<file path="src/hw/rtl/bucketed_hash_table_defines.svh">
// assertion macros shared by the hash table rtl
`ifndef BUCKETED_HASH_TABLE_DEFINES_SVH
`define BUCKETED_HASH_TABLE_DEFINES_SVH

// same-cycle implication, checking held off during reset
`define BHT_ASSERT_NOW(label, clk, rst_n, ante, cons) \
  label: assert property (@(posedge clk) disable iff (!rst_n) (ante) |-> (cons)) \
    else $error("bucketed hash table check failed");

// next-cycle implication, checking held off during reset
`define BHT_ASSERT_NEXT(label, clk, rst_n, ante, cons) \
  label: assert property (@(posedge clk) disable iff (!rst_n) (ante) |=> (cons)) \
    else $error("bucketed hash table check failed");

`endif

</file>
<file path="src/hw/rtl/bht_pkg.sv">
// shared constants and codes of the bucketed hash table
package bht_pkg;

  localparam int NUM_BUCKETS_DEF      = 10;
  localparam int SLOTS_PER_BUCKET_DEF = 10;

  localparam int VALUE_W  = 31;
  localparam int STATUS_W = 2;
  localparam int ROW_W    = 4;
  localparam int COLUMN_W = 4;

  // remainder unit consumes the key in fixed chunks
  localparam int MOD_CHUNK  = 8;
  localparam int MOD_CHUNKS = 4;
  localparam int MOD_PAD_W  = MOD_CHUNK * MOD_CHUNKS;

  localparam logic ACT_INSERT = 1'b0;
  localparam logic ACT_SEARCH = 1'b1;

  localparam logic [STATUS_W-1:0] ST_INSERTED = 2'd0;
  localparam logic [STATUS_W-1:0] ST_FULL     = 2'd1;
  localparam logic [STATUS_W-1:0] ST_FOUND    = 2'd2;
  localparam logic [STATUS_W-1:0] ST_MISSING  = 2'd3;

endpackage

</file>
<file path="src/hw/rtl/bht_ram.sv">
// generic simple dual-port ram with registered read
module bht_ram #(
  parameter int WIDTH = 8,
  parameter int DEPTH = 16,
  localparam int AW = (DEPTH > 1) ? $clog2(DEPTH) : 1
) (
  input  logic             clk,
  input  logic             we,
  input  logic [AW-1:0]    waddr,
  input  logic [WIDTH-1:0] wdata,
  input  logic [AW-1:0]    raddr,
  output logic [WIDTH-1:0] rdata
);

  logic [WIDTH-1:0] mem [DEPTH];

  always_ff @(posedge clk) begin
    if (we) begin
      mem[waddr] <= wdata;
    end
    rdata <= mem[raddr];
  end

endmodule

</file>
<file path="src/hw/rtl/bht_mod.sv">
// key modulo bucket count, one byte of the key per cycle
module bht_mod #(
  parameter int NUM_BUCKETS = bht_pkg::NUM_BUCKETS_DEF,
  localparam int RW = $clog2(NUM_BUCKETS)
) (
  input  logic                        clk,
  input  logic                        rst_n,
  input  logic                        load,
  input  logic [bht_pkg::VALUE_W-1:0] value,
  output logic                        done,
  output logic [RW-1:0]               rem
);

  localparam int CNT_W = $clog2(bht_pkg::MOD_CHUNKS);
  localparam int BN    = 1 << bht_pkg::MOD_CHUNK;
  localparam int AN    = 1 << RW;
  localparam logic [RW:0] NB = (RW+1)'(NUM_BUCKETS);
  localparam logic [CNT_W-1:0] CNT_LAST = CNT_W'(bht_pkg::MOD_CHUNKS - 1);

  // chunk value modulo the bucket count
  function automatic logic [BN*RW-1:0] byte_tbl();
    logic [BN*RW-1:0] t;
    t = '0;
    for (int b = 0; b < BN; b++) begin
      t[b*RW +: RW] = RW'(b % NUM_BUCKETS);
    end
    return t;
  endfunction

  // partial remainder times the chunk base, modulo the bucket count
  function automatic logic [AN*RW-1:0] shift_tbl();
    logic [AN*RW-1:0] t;
    t = '0;
    for (int a = 0; a < AN; a++) begin
      t[a*RW +: RW] = RW'((a * BN) % NUM_BUCKETS);
    end
    return t;
  endfunction

  localparam logic [BN*RW-1:0] BYTE_TBL  = byte_tbl();
  localparam logic [AN*RW-1:0] SHIFT_TBL = shift_tbl();

  logic [bht_pkg::MOD_PAD_W-1:0] sh_r;
  logic [RW-1:0]                 rem_r, rem_nxt;
  logic [CNT_W-1:0]              cnt_r;
  logic                          active_r, done_r;
  logic [bht_pkg::MOD_CHUNK-1:0] chunk;

  assign chunk = sh_r[bht_pkg::MOD_PAD_W-1 -: bht_pkg::MOD_CHUNK];

  // two residues below the bucket count, so one compare and subtract folds the sum
  always_comb begin
    logic [RW:0] t;
    t = {1'b0, SHIFT_TBL[rem_r*RW +: RW]} + {1'b0, BYTE_TBL[chunk*RW +: RW]};
    if (t >= NB) begin
      t = t - NB;
    end
    rem_nxt = t[RW-1:0];
  end

  always_ff @(posedge clk) begin
    if (!rst_n) begin
      active_r <= 1'b0;
      done_r   <= 1'b0;
      cnt_r    <= '0;
    end else begin
      done_r <= 1'b0;
      if (load) begin
        active_r <= 1'b1;
        cnt_r    <= '0;
      end else if (active_r) begin
        cnt_r <= cnt_r + 1'b1;
        if (cnt_r == CNT_LAST) begin
          active_r <= 1'b0;
          done_r   <= 1'b1;
        end
      end
    end
  end

  always_ff @(posedge clk) begin
    if (load) begin
      sh_r  <= bht_pkg::MOD_PAD_W'(value);
      rem_r <= '0;
    end else if (active_r) begin
      sh_r  <= sh_r << bht_pkg::MOD_CHUNK;
      rem_r <= rem_nxt;
    end
  end

  assign done = done_r;
  assign rem  = rem_r;

endmodule

</file>
<file path="src/hw/rtl/bucketed_hash_table.sv">
// bucketed hash table top level: row memory, remainder unit and control
//
//   channel   ports                                       handshake
//   input     in_action, in_value                         start & !busy
//   result    out_status, out_row, out_column             out_strobe, one cycle
//
// one item runs from accept through the remainder unit (one key byte a cycle,
// then its done flag), the bucket row read, the compare and row write-back,
// and the result cycle, in which busy is already low again.
// rst_n (synchronous) empties the table at once through per-bucket row
// valid flops; no clearing pass. results cannot be stalled.
`include "bucketed_hash_table_defines.svh"

module bucketed_hash_table #(
  parameter int NUM_BUCKETS      = bht_pkg::NUM_BUCKETS_DEF,
  parameter int SLOTS_PER_BUCKET = bht_pkg::SLOTS_PER_BUCKET_DEF
) (
  input  logic                          clk,
  input  logic                          rst_n,
  input  logic                          start,
  output logic                          busy,
  input  logic                          in_action,
  input  logic [bht_pkg::VALUE_W-1:0]   in_value,
  output logic                          out_strobe,
  output logic [bht_pkg::STATUS_W-1:0]  out_status,
  output logic [bht_pkg::ROW_W-1:0]     out_row,
  output logic [bht_pkg::COLUMN_W-1:0]  out_column
);

  localparam int VW = bht_pkg::VALUE_W;
  localparam int RW = $clog2(NUM_BUCKETS);
  localparam int CW = (SLOTS_PER_BUCKET > 1) ? $clog2(SLOTS_PER_BUCKET) : 1;
  localparam int SW = SLOTS_PER_BUCKET;
  localparam int WORD_W = SW * VW + SW;

  typedef enum logic [3:0] {
    S_IDLE = 4'b0001,
    S_MOD  = 4'b0010,
    S_RD   = 4'b0100,
    S_CMP  = 4'b1000
  } state_t;

  state_t state_r, state_nxt;

  logic                   act_r;
  logic [VW-1:0]          val_r;
  logic [NUM_BUCKETS-1:0] row_valid_r;

  logic                   mod_done;
  logic [RW-1:0]          row;

  logic [WORD_W-1:0]      rd_word, wr_word;
  logic [SW-1:0]          slot_v, wr_v;
  logic [SW*VW-1:0]       wr_vals;
  logic                   we;

  logic                   has_free, has_match;
  logic [CW-1:0]          free_col, match_col;

  logic                          out_strobe_r;
  logic [bht_pkg::STATUS_W-1:0]  out_status_r;
  logic [bht_pkg::ROW_W-1:0]     out_row_r;
  logic [bht_pkg::COLUMN_W-1:0]  out_column_r;

  wire accept = start && (state_r == S_IDLE);

  bht_mod #(
    .NUM_BUCKETS(NUM_BUCKETS)
  ) u_mod (
    .clk   (clk),
    .rst_n (rst_n),
    .load  (accept),
    .value (in_value),
    .done  (mod_done),
    .rem   (row)
  );

  // one word per bucket: slot valid bits above the slot keys
  bht_ram #(
    .WIDTH(WORD_W),
    .DEPTH(NUM_BUCKETS)
  ) u_rows (
    .clk   (clk),
    .we    (we),
    .waddr (row),
    .wdata (wr_word),
    .raddr (row),
    .rdata (rd_word)
  );

  // a bucket never written reads as empty
  assign slot_v = row_valid_r[row] ? rd_word[SW*VW +: SW] : '0;

  always_comb begin
    has_free  = 1'b0;
    free_col  = '0;
    has_match = 1'b0;
    match_col = '0;
    for (int i = SW - 1; i >= 0; i--) begin
      if (!slot_v[i]) begin
        has_free = 1'b1;
        free_col = CW'(i);
      end
      if (slot_v[i] && (rd_word[i*VW +: VW] == val_r)) begin
        has_match = 1'b1;
        match_col = CW'(i);
      end
    end
  end

  always_comb begin
    for (int i = 0; i < SW; i++) begin
      if (CW'(i) == free_col) begin
        wr_vals[i*VW +: VW] = val_r;
        wr_v[i]             = 1'b1;
      end else begin
        wr_vals[i*VW +: VW] = rd_word[i*VW +: VW];
        wr_v[i]             = slot_v[i];
      end
    end
  end

  assign wr_word = {wr_v, wr_vals};
  assign we = (state_r == S_CMP) && (act_r == bht_pkg::ACT_INSERT) && has_free;

  always_comb begin
    state_nxt = state_r;
    unique case (state_r)
      S_IDLE: if (start) state_nxt = S_MOD;
      S_MOD:  if (mod_done) state_nxt = S_RD;
      S_RD:   state_nxt = S_CMP;
      S_CMP:  state_nxt = S_IDLE;
      default: state_nxt = S_IDLE;
    endcase
  end

  always_ff @(posedge clk) begin
    if (!rst_n) begin
      state_r      <= S_IDLE;
      row_valid_r  <= '0;
      out_strobe_r <= 1'b0;
    end else begin
      state_r      <= state_nxt;
      out_strobe_r <= (state_r == S_CMP);
      if (we) begin
        row_valid_r[row] <= 1'b1;
      end
    end
  end

  always_ff @(posedge clk) begin
    if (accept) begin
      act_r <= in_action;
      val_r <= in_value;
    end
    if (state_r == S_CMP) begin
      out_row_r <= bht_pkg::ROW_W'(row);
      if (act_r == bht_pkg::ACT_INSERT) begin
        out_status_r <= has_free ? bht_pkg::ST_INSERTED : bht_pkg::ST_FULL;
        out_column_r <= has_free ? bht_pkg::COLUMN_W'(free_col) : '0;
      end else begin
        out_status_r <= has_match ? bht_pkg::ST_FOUND : bht_pkg::ST_MISSING;
        out_column_r <= has_match ? bht_pkg::COLUMN_W'(match_col) : '0;
      end
    end
  end

  assign busy       = (state_r != S_IDLE);
  assign out_strobe = out_strobe_r;
  assign out_status = out_status_r;
  assign out_row    = out_row_r;
  assign out_column = out_column_r;

  `BHT_ASSERT_NOW(a_strobe_when_idle, clk, rst_n, out_strobe, !busy)
  `BHT_ASSERT_NEXT(a_accept_goes_busy, clk, rst_n, start && !busy, busy)
  `BHT_ASSERT_NEXT(a_strobe_single, clk, rst_n, out_strobe, !out_strobe)
  `BHT_ASSERT_NEXT(a_cmp_gives_result, clk, rst_n, state_r == S_CMP, out_strobe)

endmodule

</file>
<file path="config.mk">
export PLATFORM = sky130hd
export DESIGN_NAME = bucketed_hash_table
export DESIGN_NICKNAME = d
export VERILOG_FILES = /design/src/hw/rtl/bht_pkg.sv /design/src/hw/rtl/bht_ram.sv /design/src/hw/rtl/bht_mod.sv /design/src/hw/rtl/bucketed_hash_table.sv
export VERILOG_INCLUDE_DIRS = /design/src /design/src/hw/rtl
export SDC_FILE = /design/constraint.sdc
export NUM_CORES = 2
export LEC_CHECK = 0
export BUFFER_PORTS_ARGS = -buffer_cell sky130_fd_sc_hd__buf_2
export CAP_MARGIN = 20
export CORE_ASPECT_RATIO = 2
export CORE_MARGIN = 2
export CORE_UTILIZATION = 40
export DETAILED_ROUTE_END_ITERATION = 12
export PLACE_DENSITY = 0.64
export REMOVE_ABC_BUFFERS = 1
export SYNTH_ARGS = -nofsm -noshare
export SYNTH_HDL_FRONTEND = slang
export SYNTH_SLANG_ARGS = --single-unit
</file>
<file path="constraint.sdc">
create_clock -name clk -period 52 [get_ports clk]
set_clock_uncertainty 0.1 [all_clocks]
set_input_delay 7.8 -clock clk [delete_from_list [all_inputs] [get_ports clk]]
set_output_delay 7.8 -clock clk [all_outputs]
set_load 0.01 [all_outputs]
</file>
Word-level counts from Yosys, hierarchy flattened
Memories as Yosys holds them, arrays and structs flattened. A register that Yosys moved wholly into a read port is not among the register bits.
Index checks and enable logic that the tools add are counted.
{ "word_totals": {"reg_bits": 97, "mem_bits_rw": 3200, "input_bits": 35, "out_inout_bits": 12, "elab_cells": 156, "n_memories": 1} }
{ "mem_list": {"columns": ["memory", "words", "width", "rd", "rd_ports_with_merged_regs", "wr", "line", "source"], "rows": [
  ["u_rows.mem", 10, 320, 1, 1, 1, "bht_ram.sv:15", "logic [WIDTH-1:0] mem [DEPTH];"]
]} }
{ "classes": {"n_addsub": 3, "magnitude_cmp": 3, "n_eq_ne": 27, "n_shift": 2, "mux": 83, "bitwise": 4, "n_reduce_logical": 19} }
{ "op_table": {"columns": ["operator", "n"], "rows": [
  ["1024-bit by 11-bit variable part select with 4-bit output (first input constant)", 1],
  ["31-bit 2-to-1 mux", 12],
  ["31-bit == test", 10],
  ["4-bit 2-to-1 mux", 26],
  ["64-bit by 7-bit variable part select with 4-bit output (first input constant)", 1],
  ["1-bit 2-to-1 mux", 40],
  ["3-bit by 4-bit == test with 1-bit output (first input constant)", 4],
  ["1-bit logical AND", 14],
  ["4-bit case mux with 3 select lines", 1],
  ["10-bit 2-to-1 mux", 1],
  ["10-bit OR", 1],
  ["2-bit by 4-bit == test with 1-bit output (first input constant)", 2],
  ["4-bit == test (first input constant)", 2],
  ["4-bit by 4-bit adder with 5-bit output", 1],
  ["5-bit by 4-bit greater-or-equal comparator with 1-bit output (second input constant)", 1],
  ["4-bit by 5-bit less-than comparator with 1-bit output (second input constant)", 1],
  ["1-bit binary-select mux with 4-bit select", 1],
  ["1-bit demux with 4-bit select", 1],
  ["1-bit by 4-bit == test with 1-bit output (first input constant)", 1],
  ["4-bit by 1-bit == test with 1-bit output (second input constant)", 1],
  ["4-bit by 2-bit == test with 1-bit output (second input constant)", 1],
  ["4-bit by 3-bit == test with 1-bit output (second input constant)", 1],
  ["4-bit == test (second input constant)", 1],
  ["4-bit by 1-bit greater-or-equal comparator with 1-bit output (second input constant)", 1],
  ["other kinds (13)", 15]
]} }

Longest topological paths before layout
{ "logic_depth": {"ltp_word": 16, "depth_mapped": 19, "ltp_nobuf": 19} }

By module
From an unflattened synthesis, not the netlist that was laid out.
{ "hier_totals": {"cells_unflattened": 7967, "area_unflattened_um2": 141961.2} }
{ "by_module_without_submodules": {"columns": ["module", "n_inst", "cells_per_inst", "area_per_inst_um2", "seq_area_each_um2"], "rows": [
  ["bht_ram", 1, 6720, 129495.4, 102498.3],
  ["bucketed_hash_table", 1, 1023, 9952.0, 1561.5],
  ["bht_mod", 1, 224, 2513.7, 1111.1]
]} }

Least setup slack after synthesis
No wires, ideal clock.
{ "synth_timing": {"kind": "register to register", "startpoint": "register state_r[0]", "endpoint": "memory u_rows.mem[7][0] (netlist bit) (enable)", "setup_time_ps": 1011, "arrival_time_ps": 15737, "t_required_ps": 50889, "setup_slack_ps": 35151, "stages_incl_launch_ff": 5, "path_buffers": 1, "synth_period_minus_slack_ps": 16849, "path_cell_list": "dfxtp_1 -> clkbuf_1 -> nor4b_1 -> nand4b_1 -> nor2_1"} }
{ "synth_between": {"elab_chain_len": 5} }
{ "synth_lines": {"columns": ["element", "line", "source"], "rows": [
  ["from (decl)", "bucketed_hash_table.sv:43", "state_t state_r, state_nxt;"],
  ["from (signal assigned)", "bucketed_hash_table.sv:143", "state_r <= state_nxt;"],
  ["4-bit == test", "bucketed_hash_table.sv:124", "assign we = (state_r == S_CMP) && (act_r == bht_pkg::ACT_INSERT) && has_free;"],
  ["1-bit logical AND (2 in a row)", "bucketed_hash_table.sv:124", null],
  ["1-bit 2-to-1 mux", "bht_ram.sv:18", "if (we) begin"],
  ["1-bit 2-to-1 mux (implied by the code)", "bht_ram.sv:19", "mem[waddr] <= wdata;"],
  ["to (decl)", "bht_ram.sv:15", null]
]} }
No other way between the ends.

Worst setup path in the final report
{ "layout_timing": {"startpoint": "register state_r[1]", "endpoint": "output busy"} }
{ "layout_between": {"elab_chain_len": 1} }
{ "layout_lines": {"columns": ["element", "line", "source"], "rows": [
  ["4-bit by 1-bit != test with 1-bit output", "bucketed_hash_table.sv:168", "assign busy = (state_r != S_IDLE);"],
  ["to (decl)", "bucketed_hash_table.sv:21", "output logic busy,"]
]} }
No other way between the ends.

==> results.yml <==
drt:
  firstDrtPassIters: 5
  viasPerCell: 5.65
  drtIter0Drc: 5872
  vias: 68000
  detail_route.wl_per_cell_um: 29.1
  wl_um: 350000
  drtAntennaViolNets: 0
  drcViolationCount: 0
power:
  swShare: 0.272
  power_frac_seq: 0.514
  p_sw_mw: 2.00
  power.leakage_nw: 47.7
  pwr-share-clk: 0.302
  p_int_mw: 5.35
  power_mw: 7.35
  peakVddDrop_mv: 0.0329
  pwr-share-comb: 0.184
  powerDensity_nw_per_um2: 47.5
clock_network:
  numCtsBuffers: 290
  ctsLongestPathBuffers: 4
  cts_root_buf: "clkbuf_16"
  htreeDepth: 5
  cts_tree: "done"
  hold_buffers: 0
  clk_pin_slew_ps: 60
  clock_latency_ps: 920
  cts-resized-gates: 0
  postCtsSetupBuffers: 0
  cts.sink_count: 3617
grt:
  grt_max_degree: 145
  overflow: 0
  antenna_found_initial: 6
  grt_pass1_vias: 71500
  grt_usage: 0.195
  grt_pass1_wl_um: 506000
floorplanning:
  rows: 306
  coreArea_um2: 347000
  initial_core_util: 0.402
  dieArea_um2: 353000
  ioPinCount: 47
  die_w_um: 421
  die_h_um: 839
timing:
  worst_pin_slew_ps: 1240
  relSlewSlack: 0.166
  period_share: 0.186
  fmax_ghz: 0.103
  grt_setup_unrepaired: "false"
  hold_violations: 0
  setup_viol: 0
  maxSlewViolCount: 0
  fin_crit_ps: 9670
  setup_ws_ps: 42330
placement:
  dp.final_hpwl_um: 188000
  place_inst: 11500
  pre_cts_slack_ps: 41460
  portBuffers: 46
  routabilityCongestion: 0.821
setup_path:
  crit_fanout: 7
  max_stage_delay_ps: 380
  critPathTopFamily: "flip-flops"
  cp.required_ps: 44100
  crit_chain: "nor3_1 -> nand2_1 -> buf_2"
  r2r_slack_ps: 44380
  worstSetupStartpointType: "flop"
  crit_path_end_kind: "output pin"
  path_buf_inv: 1
  critical_path_class: "flop to output pin"
  cp_slowest_cell: "dfxtp_1"
  arrival_ps: 1770
synthesis:
  syn_inst: 7084
  ys.flop_type: "edfxtp_1"
  synth_area_per_cell_um2: 19.7
  synth_area_um2: 139000
  ys_ff_latch: 3617
  synthArstFlopShare: 0
  synth_edf_count: 3273
  seq_area_frac_synth: 0.755
  yosys_warnings: 0
  synth_cell_types: 57
run:
  cap_violations: 0
final_layout:
  fill_cells: 29300
  fin_cells: 12000
  syn_to_final_growth_pct: 11.1
  drive_gt1_frac: 0.217
  nets: 7225
hold_path:
  hp-class: "flop to flop"
status:
  run_status: "completed"
==> per-stage QoR <==
stage	hold WS, ps	TNS, ps	instance area (um2)	utilization
floorplan	318	-1179900	138000	-
global placement	338	0	145000	0.419
detailed placement	347	0	145000	0.419
CTS	355	0	155000	0.446
global route	371	0	155000	0.446
finish	356	0	155000	0.446
==> Yosys cell counts, drive strengths merged, types with 3 or more instances <==
cell type	n	share of area
a221o	89	0.0064
mux4	553	0.089
or3	4	0.00018
edfxtp	3273	0.71
xor2	142	0.0089
a21oi	253	0.0091
mux2	408	0.034
nor4	49	0.0022
o21a	4	0.00022
o211ai	5	0.00027
nand4	55	0.0025
ha	13	0.0012
clkbuf	298	0.0080
mux2i	419	0.030
buf	144	0.0046
or2	5	0.00022
and2	18	0.00083
nor2b	236	0.011
nand2	125	0.0034
a21boi	4	0.00022
a21o	8	0.00043
and3	4	0.00018
o22ai	88	0.0040
xnor2	173	0.011
dfxtp	344	0.049
nor2	40	0.0011
a31oi	5	0.00022
nand2b	8	0.00036
inv	13	0.00035
and4	3	0.00019
a211oi	242	0.013
nand3	9	0.00032
nor3	8	0.00032
o21ai	25	0.00090
==> path summary, 6_finish.rpt <==
kind,start,endpoint,cells after the start
setup / recovery,state_r[1],busy,3
hold / removal,u_mod.done,state_r[2],2
setup reg to reg,u_mod.rem[0],u_rows.mem[3][148],13
hold reg to reg,u_mod.done,state_r[2],2
==> state kept, by name, summed over array words and instances (netlist names) <==
register	cells
u_mod.sh_r	32
out_status	2
state_r	4
out_row	4
u_mod.cnt_r	2
u_rows.mem	3200
u_rows.rdata	320
act_r	1
u_mod.active_r	1
u_mod.rem	4
u_mod.done	1
out_column	4
out_strobe	1
val_r	31
row_valid_r	10
==> worst min-delay path: stages, from the launching register on <==
cell and delay (ps):
dfxtp_1 320, nand2_1 60, nor4_1 40
==> cell usage in the layout, fill, tap and decap left out, types with 173 or more instances in the layout <==
master,count
a211oi_1,242
a21oi_1,253
clkbuf_16,300
dfxtp_1,340
edfxtp_1,3273
mux2_2,331
mux2i_1,419
mux4_2,553
nor2b_1,236
xnor2_1,173
==> final cells by class <==
class | count | area [um2] | share of cell area
well taps | 4620 | 5780 | 0.0373
clock inverters | 127 | 1240 | 0.00798
multi-input cells | 3020 | 32600 | 0.211
clock buffers | 392 | 8090 | 0.0523
repair buffers | 233 | 1870 | 0.0121
diodes | 4 | 10.0 | 0.0000646
flip-flops and latches | 3617 | 105000 | 0.679
inverters | 14 | 52.6 | 0.000339
==> per-layer routing <==
layer	routed length (um)	global-route usage	up-vias
li1	-	-	28700
met1	131000	0.227	36800
met2	185000	0.357	1964
met3	16400	0.0216	499
met4	17500	0.0896	0
met5	0	0	-
==> power groups by stage <==
stage,Clock [mW],Sequential [mW],Combinational [mW]
2_1_floorplan,0,3.91,1.51
3_3_place_gp,0,3.84,1.31
3_5_place_dp,0,3.84,1.35
4_1_cts,2.26,3.77,1.36
5_1_grt,2.35,3.79,1.45
6_report,2.22,3.78,1.35
==> logic make-up (layout without fill, tap and decap cells) <==
| logic type | count (synthesis) | after routing | synth area share |
|---|---|---|---|
| DFF | 3617 | 3617 | 0.755 |
| muxes | 1380 | 1380 | 0.153 |
| AOI/OAI and AO/OA | 730 | 730 | 0.0352 |
| and+or+nand+nor | 571 | 571 | 0.0228 |
| buffers and inverters | 456 | 766 | 0.0130 |
| xor gates and xnor gates | 315 | 315 | 0.0198 |
| adders and majority gates | 14 | 14 | 0.00131 |
| other | 1 | 14 | 0.0000269 |
Note: power is estimated with default switching activity, not from simulation.
